--- src/hdl/tspg_pkg.sv ---
`timescale 1ns / 1ps

package tspg_pkg;

	localparam int RATE_W = 34;
	localparam int SC_W   = 33;
	localparam int EVT_W  = 33;
	localparam int RATIO_W = 17;
	localparam int CFG_IDX_W = 3;
	localparam int CFG_DATA_W = 32;

	localparam logic [RATE_W-1:0] RATE_MAX = 34'h1_FFFF_FFFF;
	localparam logic [RATE_W-1:0] RATE_MIN = 34'h2_0000_0000;
	localparam logic [RATE_W-1:0] ONE_Q32  = 34'h1_0000_0000;
	localparam logic [RATE_W-1:0] ACC_MAX  = 34'h3_FFFF_FFFF;
	localparam logic [RATIO_W-1:0] RATIO_RESET = 17'h1_0000;

	localparam logic MODE_START = 1'b0;
	localparam logic MODE_TICK  = 1'b1;

	localparam logic [CFG_IDX_W-1:0] CFG_ACCEL_END   = 3'd0;
	localparam logic [CFG_IDX_W-1:0] CFG_DECEL_START = 3'd1;
	localparam logic [CFG_IDX_W-1:0] CFG_TOTAL       = 3'd2;
	localparam logic [CFG_IDX_W-1:0] CFG_START_RATE  = 3'd3;
	localparam logic [CFG_IDX_W-1:0] CFG_PEAK_RATE   = 3'd4;
	localparam logic [CFG_IDX_W-1:0] CFG_ACCEL_STEP  = 3'd5;
	localparam logic [CFG_IDX_W-1:0] CFG_DECEL_STEP  = 3'd6;
	localparam logic [CFG_IDX_W-1:0] CFG_RATIO       = 3'd7;

	typedef struct packed {
		logic        mode;
		logic        move_dir;
		logic [31:0] step_total;
		logic [31:0] tick_number;
	} tspg_in_t;

	typedef struct packed {
		logic               step_pulse;
		logic               busy_res;
		logic               dir_out;
		logic signed [31:0] position;
	} tspg_out_t;

	// Profile settings as the core sees them; rates already scaled by the axis ratio.
	typedef struct packed {
		logic [31:0]     accel_end;
		logic [31:0]     decel_start;
		logic [31:0]     total;
		logic [SC_W-1:0] start_sc;
		logic [SC_W-1:0] peak_sc;
		logic [SC_W-1:0] accel_sc;
		logic [SC_W-1:0] decel_sc;
	} tspg_cfg_t;

	// (rate * ratio) >> 16; the result always fits in 33 bits.
	function automatic logic [SC_W-1:0] scale_rate(input logic [31:0] rate,
			input logic [RATIO_W-1:0] ratio);
		logic [48:0] prod;
		prod = {17'd0, rate} * {32'd0, ratio};
		return prod[48:16];
	endfunction

endpackage

--- src/hdl/tspg_outq.sv ---
`timescale 1ns / 1ps

module tspg_outq
	import tspg_pkg::*;
(
	input  logic      clk,
	input  logic      arst_n,
	input  logic      push,
	input  tspg_out_t push_data,
	output logic      room,
	output logic      out_valid,
	input  logic      out_ready,
	output tspg_out_t out_data
);

	tspg_out_t  ent_q [2];
	logic       wr_ptr_q, rd_ptr_q;
	logic [1:0] cnt_q;
	logic       pop;

	assign room      = (cnt_q != 2'd2);
	assign out_valid = (cnt_q != 2'd0);
	assign out_data  = ent_q[rd_ptr_q];
	assign pop       = out_valid && out_ready;

	always_ff @(posedge clk or negedge arst_n) begin
		if (!arst_n) begin
			wr_ptr_q <= 1'b0;
			rd_ptr_q <= 1'b0;
			cnt_q    <= 2'd0;
		end else begin
			if (push) begin
				wr_ptr_q <= !wr_ptr_q;
			end
			if (pop) begin
				rd_ptr_q <= !rd_ptr_q;
			end
			case ({push, pop})
				2'b10:   cnt_q <= cnt_q + 2'd1;
				2'b01:   cnt_q <= cnt_q - 2'd1;
				default: cnt_q <= cnt_q;
			endcase
		end
	end

	always_ff @(posedge clk) begin
		if (push) begin
			ent_q[wr_ptr_q] <= push_data;
		end
	end

endmodule

--- config.mk ---
export PLATFORM = sky130hd
export DESIGN_NAME = tspg_outq
export DESIGN_NICKNAME = d
export VERILOG_FILES = /design/src/hdl/tspg_pkg.sv /design/src/hdl/tspg_outq.sv
export SDC_FILE = /design/constraint.sdc
export NUM_CORES = 1
export LEC_CHECK = 0
export BUFFER_PORTS_ARGS = -buffer_cell sky130_fd_sc_hd__clkbuf_2
export CAP_MARGIN = 30
export CORE_MARGIN = 2
export CORE_UTILIZATION = 30
export DETAILED_ROUTE_END_ITERATION = 8
export GPL_TIMING_DRIVEN = 0
export PLACE_DENSITY = 0.59
export REMOVE_ABC_BUFFERS = 1
export SETUP_SLACK_MARGIN = 0.4
export SLEW_MARGIN = 20
export SYNTH_ARGS = -nofsm -noshare
export SYNTH_HDL_FRONTEND = slang
export SYNTH_SLANG_ARGS = --single-unit
--- constraint.sdc ---
create_clock -name clk -period 2.79 [get_ports clk]
set_clock_uncertainty 0.2 [all_clocks]
set_input_delay 0 -clock clk [delete_from_list [all_inputs] [get_ports clk]]
set_output_delay 0 -clock clk [all_outputs]
set_load 0.1 [all_outputs]
==> flow_metrics.env <==
export IMPL_outcome="completed"
export IMPL_cts_sinks=74
export IMPL_worst_pin_slew_ns=0.663
export IMPL_cts_made_buffers=9
export IMPL_viasPerCell=4.24
export IMPL_fin_crit_sh_pct=77.5
export IMPL_grt_max_degree=23
export IMPL_netlist_top_cells_count="70 x edfxtp_1, 33 x mux2_2, 4 x buf_6, 4 x dfrtp_1, 3 x xor2_1"
export IMPL_clk_pin_slew_worst_paths_ns=0.09
export IMPL_drive_above_1_share_pct=52.5
export IMPL_drtPass1Iterations=4
export IMPL_use_met1_pct=12.7
export IMPL_grt_pass1_wl_mm=8.21
export IMPL_route_detailed_drc=0
export IMPL_max_stage_delay_ns=0.64
export IMPL_final_util_pct=44.4
export IMPL_syn_area_um2=2750
export IMPL_avgSynthCellArea_um2=21.8
export IMPL_required_ns=2.59
export IMPL_synth_most_common_cell="edfxtp_1"
export IMPL_cp_end_kind="output pin"
export IMPL_syn_to_final_growth_pct=42.3
export IMPL_startpoint_type="flip-flop"
export IMPL_place_gp_congestion=0.685
export IMPL_die_w_um=99.7
export IMPL_ys_seq_area_share_pct=80.2
export IMPL_setup_slack_ns=0.629
export IMPL_busiest_layer="met2"
export IMPL_antenna_found_initial=0
export IMPL_dp_cells=308
export IMPL_overflow=0
export IMPL_grt_setup_unrepaired="no"
export IMPL_cts_max_path_buffers=2
export IMPL_fin_cells=363
export IMPL_cts_tree="done"
export IMPL_slowest_stage="dfrtp_2"
export IMPL_first_global_vias=1754
export IMPL_critPathKind="flip-flop to output pin"
export IMPL_yosys_top_cells_area="edfxtp_1 77%, mux2_2 14%, dfrtp_1 3.6%, buf_6 1.6%, mux2_4 1.1%"
export IMPL_worstPathMaxFanout=22
export IMPL_rows=34
export IMPL_h_tree_depth=3
export IMPL_synth_warnings=0
export IMPL_synth_edff_count=70
export IMPL_met2_usage_pct=18.2
export IMPL_drt_total_wl_mm=5.03
export IMPL_post_cts_resized=0
export IMPL_ys_types=14
export IMPL_crit_arrival_ns=1.96
export IMPL_critical_path_cell_chain="buf_16, mux2_2, clkbuf_2"
export IMPL_max_slew_margin_pct=55.7
export IMPL_dp_slack_ns=0.967
export IMPL_vias=1539
export IMPL_post_cts_buffers=0
export IMPL_async_flop_share_pct=5.41
export IMPL_min_period_ns=2.16
export IMPL_register_area_um2=2200
export IMPL_io_pins=76
export IMPL_grt_usage_pct=10.9
export IMPL_synth_top_area_share_pct=76.5
export IMPL_synth_area_leader_cell="edfxtp_1"
export IMPL_drv_cap=0
export IMPL_core_um2=8810
export IMPL_clk_latency_ns=0.35
export IMPL_grt_use_met3_pct=5.13
export IMPL_dieArea_um2=9940
export IMPL_hold_violations=0
export IMPL_final_setup_viol_count=0
export IMPL_place_hpwl_mm=3.26
export IMPL_ys_flop_type="edfxtp_1"
export IMPL_initial_core_util_pct=31.2
export IMPL_port_buffers=75
export IMPL_nNetsFinal=290
export IMPL_slew_viol_final=0
export IMPL_diodes=0
export IMPL_synth_seq_cells=74
export IMPL_max_freq_mhz=463
export IMPL_fillers=797
export IMPL_ant_nets=0
export IMPL_wl_per_cell_um=13.9
export IMPL_multi_input_area_um2=504
export IMPL_final_setup_tns_ns=0
export IMPL_hp_class="input pin to flip-flop"
export IMPL_cts_root_buffer="clkbuf_8"
export IMPL_post_synth_inst_count=126
export IMPL_die_h_um=99.7
export IMPL_dr_first_iter_drc_count=32
-- area by class of cell --
type	count	share of cell area, %
clock buffers	9	3.17
clock inverters	7	2.30
inverters	1	0.0960
multi-input cells	47	12.9
flip-flops and latches	74	56.4
well taps	108	3.46
repair buffers	117	21.7
-- worst max-delay path, delay by kind of cell, from the launching register on --
kind	cells	cell delay [ns]
DFF	1	0.64
muxes	1	0.36
buffers and inverters	2	0.60
-- layer usage --
metal	up-vias	wire, um
met5	-	0
met4	0	53
met3	7	324
met2	52	2590
met1	746	2060
li1	734	-
-- stage by stage --
stage	hold WS (ns)	cell area, um2
2_1_floorplan	-0.496	2700
3_3_place_gp	-0.389	3210
3_5_place_dp	-0.387	3300
4_1_cts	0.153	3910
5_1_grt	0.162	3910
6_report	0.174	3910
-- worst paths after layout --
path / from / endpoint / slack [ns] / cells after the start
max: rd_ptr_q$_DFFE_PN0P_ / out_data[14] / 0.63 / 3
min: push_data[15] / ent_q[1][15]$_DFFE_PP_ / 0.17 / 2
max reg2reg: cnt_q[0]$_DFFE_PN0P_ / cnt_q[1]$_DFFE_PN0P_ / 1.04 / 5
min reg2reg: cnt_q[1]$_DFFE_PN0P_ / cnt_q[1]$_DFFE_PN0P_ / 0.34 / 1
max in group asynchronous: arst_n / rd_ptr_q$_DFFE_PN0P_ / 1.83 / 3
min in group asynchronous: arst_n / cnt_q[1]$_DFFE_PN0P_ / 0.37 / 3
-- layout by cell type, fill, tap and decap left out, types with 3 or more instances in the layout --
cell / instances
buf_16: 3
dfrtp_1: 3
inv_6: 3
clkbuf_2: 75
dlygate4sd3_1: 39
clkbuf_8: 9
mux2_2: 33
xor2_1: 3
inv_8: 3
edfxtp_1: 70
-- registers in the layout (all words and copies together), names as in the netlist --
signal	flops
cnt_q	2
ent_q	70
rd_ptr_q	1
wr_ptr_q	1
-- cell families (layout without fill, tap and decap cells) --
group         count (synthesis)  count (layout)  synth area share, %
buf+inv                       5             134                 1.78
flops                        74              74                 80.2
xor+xnor                      5               5                 1.59
fa+ha+maj                     1               1                0.456
mux                          35              35                 14.6
simple gates                  6               6                 1.37
-- timing repair --
action,in CTS,in global routing
endpoints found under the setup margin,0,0
hold buffers,39,0
hold endpoints to repair,79,0
Power is left out: the tool's default activity adds up to more than one toggle a clock period on the data nets, which glitch-free logic cannot reach.
